File: src/rtl/vvp_pkg.sv
package vvp_pkg;

  // Field widths of the datapath.
  localparam int COORD_W = 32;
  localparam int TRIG_W  = 16;
  localparam int FOCAL_W = 16;
  localparam int DIFF_W  = COORD_W + 1;
  localparam int YAW_W   = 36;
  localparam int FIN_W   = 39;
  localparam int NX_W    = YAW_W + FOCAL_W + 1;
  localparam int NY_W    = FIN_W + FOCAL_W + 1;
  localparam int SUM_W   = NY_W + 2;
  localparam int TRIG_FRAC = 14;

  // Near plane in Q16.16.
  localparam logic signed [FIN_W-1:0] NEAR_LIMIT = 39'sd6554;

  // Screen defaults.
  localparam int SCREEN_WIDTH_DEF  = 640;
  localparam int SCREEN_HEIGHT_DEF = 480;

  // Configuration register indexes.
  localparam int CFG_IDX_W = 4;
  typedef enum logic [CFG_IDX_W-1:0] {
    REG_CAMERA_X    = 4'd0,
    REG_CAMERA_Y    = 4'd1,
    REG_CAMERA_Z    = 4'd2,
    REG_COS_YAW     = 4'd3,
    REG_SIN_YAW     = 4'd4,
    REG_COS_PITCH   = 4'd5,
    REG_SIN_PITCH   = 4'd6,
    REG_FOCAL_SCALE = 4'd7
  } cfg_reg_t;

  // One rotated vertex, as handed from the front to the back.
  typedef struct packed {
    logic                    vis;
    logic signed [YAW_W-1:0] x_yaw;
    logic signed [FIN_W-1:0] y_fin;
    logic signed [FIN_W-1:0] z_fin;
  } view_word_t;

  // Queue status seen by the top level.
  typedef struct packed {
    logic full;
    logic empty;
  } queue_stat_t;

endpackage

File: src/rtl/vvp_queue.sv
module vvp_queue import vvp_pkg::*; (
  input  logic        clk,
  input  logic        rst_n,
  input  logic        push_i,
  input  view_word_t  word_i,
  input  logic        pop_i,
  output view_word_t  word_o,
  output queue_stat_t stat_o
);

  // Two-entry queue in flip-flops.
  view_word_t mem_r [2];
  logic       wp_r, rp_r;
  logic [1:0] cnt_r;
  logic       do_push, do_pop;

  assign do_pop  = pop_i && (cnt_r != 2'd0);
  assign do_push = push_i && ((cnt_r != 2'd2) || do_pop);

  always_ff @(posedge clk) begin
    if (!rst_n) begin
      wp_r  <= 1'b0;
      rp_r  <= 1'b0;
      cnt_r <= 2'd0;
    end else begin
      if (do_push) wp_r <= ~wp_r;
      if (do_pop)  rp_r <= ~rp_r;
      cnt_r <= cnt_r + 2'(do_push) - 2'(do_pop);
    end
  end

  always_ff @(posedge clk) begin
    if (do_push) mem_r[wp_r] <= word_i;
  end

  assign word_o       = mem_r[rp_r];
  assign stat_o.full  = (cnt_r == 2'd2);
  assign stat_o.empty = (cnt_r == 2'd0);

endmodule

File: config.mk
export PLATFORM = sky130hd
export DESIGN_NAME = vvp_queue
export DESIGN_NICKNAME = d
export VERILOG_FILES = /design/src/rtl/vvp_pkg.sv /design/src/rtl/vvp_queue.sv
export SDC_FILE = /design/constraint.sdc
export NUM_CORES = 1
export LEC_CHECK = 0
export CAP_MARGIN = 20
export CORE_MARGIN = 4
export CORE_UTILIZATION = 50
export CTS_BUF_LIST = sky130_fd_sc_hd__clkbuf_8
export DETAILED_ROUTE_END_ITERATION = 7
export DONT_BUFFER_PORTS = 1
export PLACE_DENSITY = 0.69
export SLEW_MARGIN = 10
export SYNTH_ARGS = -nofsm -noshare
export SYNTH_HDL_FRONTEND = slang
export SYNTH_SLANG_ARGS = --single-unit
File: constraint.sdc
create_clock -name clk -period 13.15 [get_ports clk]
set_clock_uncertainty 0.1 [all_clocks]
set_input_delay 0.6575 -clock clk [delete_from_list [all_inputs] [get_ports clk]]
set_output_delay 0.6575 -clock clk [all_outputs]
set_load 0.02 [all_outputs]
Word level (Yosys, flattened, before mapping):

Memories as Yosys holds them, arrays and structs flattened. A register that Yosys moved wholly into a read port is not among the register bits.
Cells that the tools add are included.

* memories kept: 1
* register bits after elaboration: 4
* bits in writable memories: 230
* output and inout port bits: 117
* logic and storage cells: 19
* input port bits: 119

Memories
* mem_r: words 2, width 115, read ports 1, clocked after Yosys merged registers in 1, wr ports 1, RTL line vvp_queue.sv:12 `view_word_t mem_r [2];`

* equality and inequality tests: 2
* reduce and logical (&&, ||, !) cells: 5
* add/sub/neg operators: 2
* mux-type cells: 4
* bitwise operators: 2

Operator list (count)
* $mux W1: 4
* $add A2 B1 Y2: 1
* $eq A2 B2 Y1 const B: 1
* $logic_and A1 B1 Y1: 2
* $logic_not A2 Y1: 1
* $ne A2 B2 Y1 const B: 1
* $not A1 Y1: 2
* $reduce_bool A2 Y1: 1
* $sub A2 B1 Y2: 1
* $logic_or A1 B1 Y1: 1

Depth between registers and ports, before layout:

* depth in word-level cells: 6
* depth in mapped cells: 6
* mapped depth without buffers: 6

Least setup slack after synthesis:

No wires, ideal clock.

* path type: input to register
* start: in pop_i
* end: mem mem_r[0][0] (netlist bit), enable pin
* data arrival time: 5555 ps
* library setup time: 590 ps
* cell stages on the path: 2
* required time: 12460 ps
* setup slack: 6905 ps
* path buffers: 0
* cell sequence: o21ai_1 > nor2_1

* longest elaborated chain between the ends: 5

RTL lines
* start: declaration: RTL line vvp_queue.sv:6 `input logic pop_i,`
* $logic_and A1 B1 Y1: RTL line vvp_queue.sv:17 `assign do_pop = pop_i && (cnt_r != 2'd0);`
* $logic_or A1 B1 Y1: RTL line vvp_queue.sv:18 `assign do_push = push_i && ((cnt_r != 2'd2) || do_pop);`
* $logic_and A1 B1 Y1: RTL line vvp_queue.sv:18
* $mux W1: RTL line vvp_queue.sv:33 `if (do_push) mem_r[wp_r] <= word_i;`
* $mux W1 (not written as such): RTL line vvp_queue.sv:33
* end: declaration: RTL line vvp_queue.sv:12

No other way between the ends.

==> metrics.log <==
[metrics] Routed WL: 14740 um
[metrics] number of nets in the final layout: 541
[metrics] sum of overflow across all layers after global routing: 0
[metrics] VDD IR max: 100.0 uV
[metrics] least setup slack across all paths after layout: 9549 ps
[metrics] vias per cell: 5.301
[metrics] number of hold buffers added after CTS: 0
[metrics] effective utilization at floorplan: 50.81%
[metrics] kind of path behind the tightest hold check: input port to flop
[metrics] TritonCTS clock tree: done
[metrics] number of buffers added on ports: 0
[metrics] Fin. Hold Viols: 0
[metrics] die height: 140.3 um
[metrics] number of max-capacitance violations reported: 0
[metrics] count of state elements after synthesis: 235
[metrics] half-perimeter wire length of the detailed placement result: 9836 um
[metrics] Ant. Diodes: 0
[metrics] DRT antenna net count: 0
[metrics] fraction of final layout cells with drive strength greater than 1: 36.77%
[metrics] met1 layer wirelength in the final routing: 4948 um
[metrics] global-route usage over all layers: 14.78%
[metrics] WP data required: 12390 ps
[metrics] Worst Setup Path Type: flop to primary output
[metrics] crit share post-route: 27.38%
[metrics] post-place setup slack: 10020 ps
[metrics] routed wire length per instance: 21.97 um
[metrics] Horiz. Die Dim: 140.3 um
[metrics] total length of routed met2 wires: 7211 um
[metrics] initial DRC count: 176
[metrics] Top Metal Used: met4
[metrics] peak clock frequency supported by timing: 277.7 MHz
[metrics] length of routed met3 wiring: 2245 um
[metrics] pin count of the biggest net entering global routing: 64
[metrics] synthesized area per cell: 22.45 um^2
[metrics] Syn Std Cell Area: 8757 um^2
[metrics] Setup Fix Bufs, Post-CTS: 0
[metrics] area of the placeable core: 17240 um^2
[metrics] commonest cells after routing, fill and taps aside: sky130_fd_sc_hd__edfxtp_1 (230), sky130_fd_sc_hd__mux2_2 (65), sky130_fd_sc_hd__mux2_4 (50)
[metrics] max-slew violation count: 0
[metrics] hold slack: 148.8 ps
[metrics] startpoint of the most critical register-to-register path: cnt_r[0]
[metrics] number of buffers created by CTS: 37
[metrics] Leak Pwr: 3.279 nW
[metrics] family of cells with the greatest summed delay on the critical path: flip-flops
[metrics] Critical Path Sink Type: primary output
[metrics] tightest slew margin relative to the limit: 36.80%
[metrics] Slowest cell on crit path: sky130_fd_sc_hd__dfxtp_4
[metrics] critical path peak fanout: 62
[metrics] power density relative to cell area: 184.7 nW/um^2
[metrics] crit path time final: 3601 ps
[metrics] clock latency of the later-clocked register in the worst-skew pair: 490 ps
[metrics] detailed-route via count: 3557
[metrics] data arrival at the endpoint of the critical path: 2840 ps
[metrics] startpoint of the tightest hold check path: word_i[7]
[metrics] status: finished, final reports clean
[metrics] I/O Pins: 236
[metrics] DIE AREA: 19700 um^2
[metrics] via count of the first global-routing pass: 3878
[metrics] clock-pin slew reported for the worst setup and hold paths after clock tree synthesis: 70 ps
[metrics] area delta synth->final: 9.930%
[metrics] worst-path cell chain: buf_4 -> mux2_2
[metrics] wire length of the first global-routing pass: 22300 um
[metrics] total number of yosys warnings: 0
[metrics] number of sinks driven by the clock tree: 235
[metrics] H-tree depth reported by CTS: 2
[metrics] antenna violations before repair: 0
[metrics] Rows: 48
[metrics] maximum cell stage delay along the critical path: 970 ps
[metrics] global placer's final weighted congestion: 0.7067
[metrics] Resized cells post-CTS: 0
[metrics] accumulated negative setup slack: 0 ps
[metrics] final setup fails: 0
[metrics] part of the Yosys area used for sequential elements: 80.01%
[metrics] transition time at the pin with the least slew margin: 948.0 ps
[metrics] First-pass DRT Iterations: 4
[metrics] startpoint type of the worst setup path: flop
[metrics] most frequent standard cell in the layout excluding fill and tap cells: sky130_fd_sc_hd__edfxtp_1
[metrics] buffering stage count on the worst path with inverters included: 1
[metrics] # DRC: 0
[metrics] Cells after Synth: 390
[metrics] Clock Root Buffer: sky130_fd_sc_hd__clkbuf_8
[metrics] setup repair after global routing missed its margin: false
[metrics] net count after synthesis: 510
[metrics] Yosys cell types: 19
[metrics] Max Root-Sink Buffers: 3
==> where the power goes <==
part	switching, W	leakage (nW)	internal (W)
clock network	0.000250	0.381	0.000281
registers	0.0000375	2.20	0.000895
logic	0.000195	0.701	0.000121
==> logic make-up after synthesis <==
logic type                 after synthesis  synth area share (%)
and+or+nand+nor                         16                0.9287
xor gates and xnor gates                 2                0.2001
muxes                                  117                 17.16
buffers and inverters                   15                 1.329
adders and majority gates                1                0.1429
DFF                                    235                 80.01
AOI/OAI and AO/OA                        4                0.2285
==> state kept, by name (all words and copies together) (netlist names), named ones only <==
signal	cells
mem_r	230
cnt_r	2
rp_r	1
wp_r	1
==> worst reg2reg max path, stage by stage, from the launching register on <==
cell and delay, ps:
sky130_fd_sc_hd__dfxtp_1 420, sky130_fd_sc_hd__nand2b_1 160, sky130_fd_sc_hd__o21ai_1 180, sky130_fd_sc_hd__nor2_4 140, sky130_fd_sc_hd__buf_4 640
==> path summary, 6_finish.rpt <==
check	endpoint	slack, ps	depth (start not counted)
setup reg to reg	mem_r[0][113]	11060	4
hold reg to reg	wp_r	420	2
setup / recovery	word_o[1]	9550	2
hold / removal	mem_r[0][7]	150	0
==> routing by layer <==
| layer | vias to the layer above | GRT usage, % |
|---|---|---|
| met5 | - | 0 |
| met4 | 0 | 5.201 |
| met3 | 30 | 10.07 |
| met2 | 201 | 23.59 |
| met1 | 1724 | 15.59 |
| li1 | 1602 | - |
==> through the flow <==
| step | utilization [%] | instances | total power (W) | instance area, um^2 |
|---|---|---|---|---|
| after floorplan | - | 390 | 0.001237 | 8757 |
| after detailed placement | 52.13 | 607 | 0.001271 | 8986 |
| final | 55.85 | 671 | 0.001778 | 9627 |
| after global placement | 52.13 | 607 | 0.001263 | 8986 |
| after global routing | 55.85 | 671 | 0.001862 | 9627 |
| after CTS | 55.85 | 671 | 0.001809 | 9627 |
==> cell type report <==
| cell class | count | area (um^2) |
|---|---|---|
| fill | 1280 | 7610 |
| sequential | 235 | 7010 |
| multi-input combinational | 140 | 1649 |
| clock buffer | 37 | 509.2 |
| tap | 225 | 281.5 |
| clock inverter | 27 | 131.4 |
| timing repair buffer | 5 | 37.54 |
| inverter | 2 | 7.507 |
==> Yosys cell counts, drive strengths merged <==
library cell	n	area, um^2
dfxtp	5	100.1
mux2i	2	20.02
o21ai	2	10.00
edfxtp	230	6907
nor2	4	15.01
mux2	115	1483
nand2b	3	18.77
buf	13	108.9
nor4bb	1	10.01
inv	2	7.510
ha	1	12.51
xor2	1	8.760
xnor2	1	8.760
nand2	5	18.77
a21oi	2	10.01
and2	3	18.77
Power figures use the tool's default switching activity.
